$ cat src/rtl/ptns_pkg.sv
// ----------------------------------------------------------------------------
// ptns_pkg
// shared types, operation codes and widths for the point table search
// ----------------------------------------------------------------------------
package ptns_pkg;

    localparam int TABLE_DEPTH_DEF = 64;
    localparam int ID_W  = 16;
    localparam int POS_W = 16;
    localparam int D2_W  = 34;

    localparam logic [2:0] OP_INSERT  = 3'd0;
    localparam logic [2:0] OP_MOVE    = 3'd1;
    localparam logic [2:0] OP_KILL    = 3'd2;
    localparam logic [2:0] OP_NEAREST = 3'd3;
    localparam logic [2:0] OP_FIRST   = 3'd4;
    localparam logic [2:0] OP_COMPACT = 3'd5;

    localparam logic [1:0] ST_DONE     = 2'd0;
    localparam logic [1:0] ST_NOTFOUND = 2'd1;
    localparam logic [1:0] ST_FULL     = 2'd2;

    typedef struct packed {
        logic             alive;
        logic [ID_W-1:0]  ident;
        logic [POS_W-1:0] x;
        logic [POS_W-1:0] y;
    } t_entry;

    // control broadcast to every cell
    typedef struct packed {
        logic             rotate;
        logic             load;
        logic             drop;
        logic [POS_W-1:0] x;
        logic [POS_W-1:0] y;
        logic             clear_alive;
        logic             move;
    } t_cell_ctrl;

endpackage

$ cat src/rtl/ptns_cell.sv
// ----------------------------------------------------------------------------
// ptns_cell
// one table slot; during a walk the row rotates one slot toward cell zero
// ----------------------------------------------------------------------------
module ptns_cell
    import ptns_pkg::*;
(
    input  logic       i_clk,
    input  logic       i_rst_n,
    input  t_cell_ctrl i_ctrl,
    input  t_entry     i_next,
    input  logic       i_is_head,
    output t_entry     o_entry
);
    t_entry r_e;
    t_entry n_e;

    always_comb begin
        n_e = r_e;
        if (i_ctrl.rotate) begin
            n_e = i_next;
        end
        if (i_is_head && i_ctrl.clear_alive) begin
            n_e.alive = 1'b0;
        end
        if (i_is_head && i_ctrl.move) begin
            n_e.x = i_ctrl.x;
            n_e.y = i_ctrl.y;
        end
        if (i_is_head && i_ctrl.drop) begin
            n_e.alive = 1'b0;
        end
    end

    always_ff @(posedge i_clk) begin
        if (!i_rst_n) begin
            r_e.alive <= 1'b0;
        end else begin
            r_e.alive <= n_e.alive;
        end
        r_e.ident <= n_e.ident;
        r_e.x     <= n_e.x;
        r_e.y     <= n_e.y;
    end

    assign o_entry = r_e;
endmodule

$ cat config.mk
export PLATFORM = sky130hd
export DESIGN_NAME = ptns_cell
export DESIGN_NICKNAME = d
export VERILOG_FILES = /design/src/rtl/ptns_pkg.sv /design/src/rtl/ptns_cell.sv
export SDC_FILE = /design/constraint.sdc
export NUM_CORES = 1
export LEC_CHECK = 0
export ABC_CLOCK_PERIOD_IN_PS = 5600
export BUFFER_PORTS_ARGS = -buffer_cell sky130_fd_sc_hd__buf_4
export CAP_MARGIN = 25
export CELL_PAD_IN_SITES_DETAIL_PLACEMENT = 2
export CELL_PAD_IN_SITES_GLOBAL_PLACEMENT = 2
export CORE_MARGIN = 2
export CORE_UTILIZATION = 28
export DETAILED_ROUTE_END_ITERATION = 16
export PLACE_DENSITY_LB_ADDON = 0.05
export SLEW_MARGIN = 20
export SYNTH_ARGS = -nofsm -noshare
export SYNTH_HDL_FRONTEND = slang
export SYNTH_SLANG_ARGS = --single-unit
$ cat constraint.sdc
create_clock -name i_clk -period 5.6 [get_ports i_clk]
set_input_delay 1.12 -clock i_clk [delete_from_list [all_inputs] [get_ports i_clk]]
set_output_delay 1.12 -clock i_clk [all_outputs]
set_load 0.02 [all_outputs]
==> flow_metrics.tcl <==
set metrics [dict create \
    placedCellCount 319 \
    gr-usage-met3_pct 3.825 \
    startpoint_type "input pin" \
    vdd_drop_max_mv 0.09472 \
    hold_depth 2 \
    design_area_um2 3208 \
    cts_num_sinks 49 \
    synth_fa_ha_area_share_pct 0 \
    cp_data_arrival_time_ns 2.41 \
    grt_start_max_net_pins 34 \
    hold_buffers 0 \
    chipHeight_um 88.51 \
    start_util_pct 29.11 \
    synthDominantCellAreaShare_pct 72.09 \
    hp-start "o_entry[48]" \
    reg2reg_slack_ns 4.77 \
    overflow 0 \
    finalSetupViolations 0 \
    dpl_cell_area_um2 3117 \
    min_period_ns 2.545 \
    grt_pass1_wl_um 7465 \
    cts.htree.levels 2 \
    nNetsFinal 319 \
    wl_um 5301 \
    synth-xor-area-share_pct 0 \
    area_growth_pct 60.45 \
    yosysTopAreaCell "edfxtp_1" \
    path_max_fanout 33 \
    end_kind "flop" \
    largest_reg_flops 49 \
    final_antenna_net_count 0 \
    clk_pin_slew_ns 0.09 \
    syn-num-nets 178 \
    final_cell_mix "buf_4, edfxtp_1, mux2_4" \
    grt_usage_pct 12.91 \
    io_pins 138 \
    clock_path_buffers 2 \
    drcViolationCount 0 \
    grt_util_met2_pct 25.09 \
    num_vias 1357 \
    reg2regPathDepth 2 \
    syn_area_per_cell_um2 22.47 \
    rows 30 \
    synthMuxAreaShare_pct 24.03 \
    status "completed" \
    port_buffers 136 \
    worstPathRequired_ns 5.47 \
    cts_resized 0 \
    power.leakage_uw 0.001468 \
    grt_pass1_vias 1505 \
    synth_warnings 0 \
    critPathMaxStageDelay_ns 0.62 \
    final_common_cell "buf_4" \
    drt_first_iter_violations 34 \
    final_cell_count_no_fill 327 \
    path_cells "buf_4, nand2_2, buf_4, nand2b_2" \
    crit_slowest_cell "nand2b_2" \
    post-cts-setup-buffers 0 \
    n_antenna_cell 0 \
    synth_top_family_by_area "multiplexers" \
    via_per_inst 4.150 \
    slew_viol_final 0 \
    clock.fmax_ghz 0.3929 \
    syn_area_um2 1999 \
    gp_congestion 0.6966 \
    slew_headroom_pct 44.59 \
    skew_ns 0 \
    netlist_instances 89 \
    cts_buffers 5 \
    finalHoldViolations 0 \
    die_x_um 88.51 \
    cp_common_cell "buf_4" \
    r2r-end "o_entry[48]" \
    ys_seq_area_share_pct 73.09 \
    grt_use_met1_pct 13.27 \
    ys_types 9 \
    power_density_nw_per_um2 268.8 \
    clk_latency_ns 0.29 \
    period_share_pct 45.45 \
    synth_compound_area_share_pct 0.2503 \
    firstDrtPassIters 3 \
    ys_seq_elements 49 \
    drive_gt1_share_pct 77.92 \
    fin_tns_setup_ns 0 \
    cts_tree "yes" \
    reg2reg_from "o_entry[48]" \
    synthTopCellsByArea "edfxtp_1, mux2_4, mux2_2" \
    core_um2 6869 \
    crit_type "input pin to flop" \
    root_buffer "clkbuf_8" \
    seqCellArea_um2 1461 \
    yosys.area_share.simple_pct 0.9387 \
    antenna_found_initial 0 \
    holdPathEnd "o_entry[48]" \
    die_area_um2 7833 \
    grt.busiest_layer "met2" \
    cap_viol_max_count 0 \
    tightestPinTransition_ns 0.8312 \
    n_fill_cell 684 \
    multiInputGateArea_um2 506.7 \
    min_path_type "flop to flop" \
    drt-wirelength-per-cell_um 16.21 \
    grt_setup_unrepaired "no" \
]
## layer usage
metal / up-vias / routed length [µm]
met4: 0 / 47
met2: 74 / 2909
met5: - / 0
met3: 5 / 499
li1: 630 / -
met1: 648 / 1844
## layout make-up
type                       count  share of cell area (%)
clock buffer                   5                   2.145
clock inverter                 3                  0.7020
tap                           96                   3.744
timing repair buffer         137                   32.06
sequential                    49                   45.55
multi-input combinational     37                   15.80
## worst max path at each step
stage,startpoint,cells past startpoint,to
floorplan,i_ctrl[0],3,o_entry[0]
global placement,i_ctrl[0],4,o_entry[14]
detailed placement,i_is_head,4,o_entry[14]
CTS,i_is_head,4,o_entry[24]
global route,i_is_head,4,o_entry[21]
finish,i_is_head,4,o_entry[2]
## kinds of logic (layout without fill, tap and decap cells)
kind of cell	Yosys count	after routing
flip-flops	49	49
multiplexers	33	33
AO/OA/AOI/OAI	1	1
buffers and inverters	3	145
AND/OR/NAND/NOR	3	3
## per-stage QoR
step	setup WS (ns)	hold WS [ns]	power, µW	util, %
5_1_grt	2.917	0.6846	898.6	46.70
4_1_cts	3.006	0.6559	875.2	46.70
6_report	3.055	0.6491	862.2	46.70
2_1_floorplan	3.061	0.7490	553.4	-
3_3_place_gp	2.756	0.6040	659.5	45.37
3_5_place_dp	2.687	0.6316	667.2	45.37
## worst max-delay path, delay by kind of cell
kind / cells / cell delay [ns]
simple gates: 2 / 0.66
buf+inv: 2 / 0.61
## power breakdown
group	leakage [µW]	internal, µW	total (µW)	switching [µW]
combinational	0.000947	108	199	90.3
sequential	0.000484	445	456	10.4
clock	0.0000364	87.8	208	120
## cell usage after synthesis
cell and number:
and3_1 1, buf_6 3, dfxtp_1 1, edfxtp_1 48, mux2_2 4, mux2_4 29
nand2_2 1, nand2b_1 1, o21ai_0 1
Note: power is estimated with default switching activity, not from simulation.
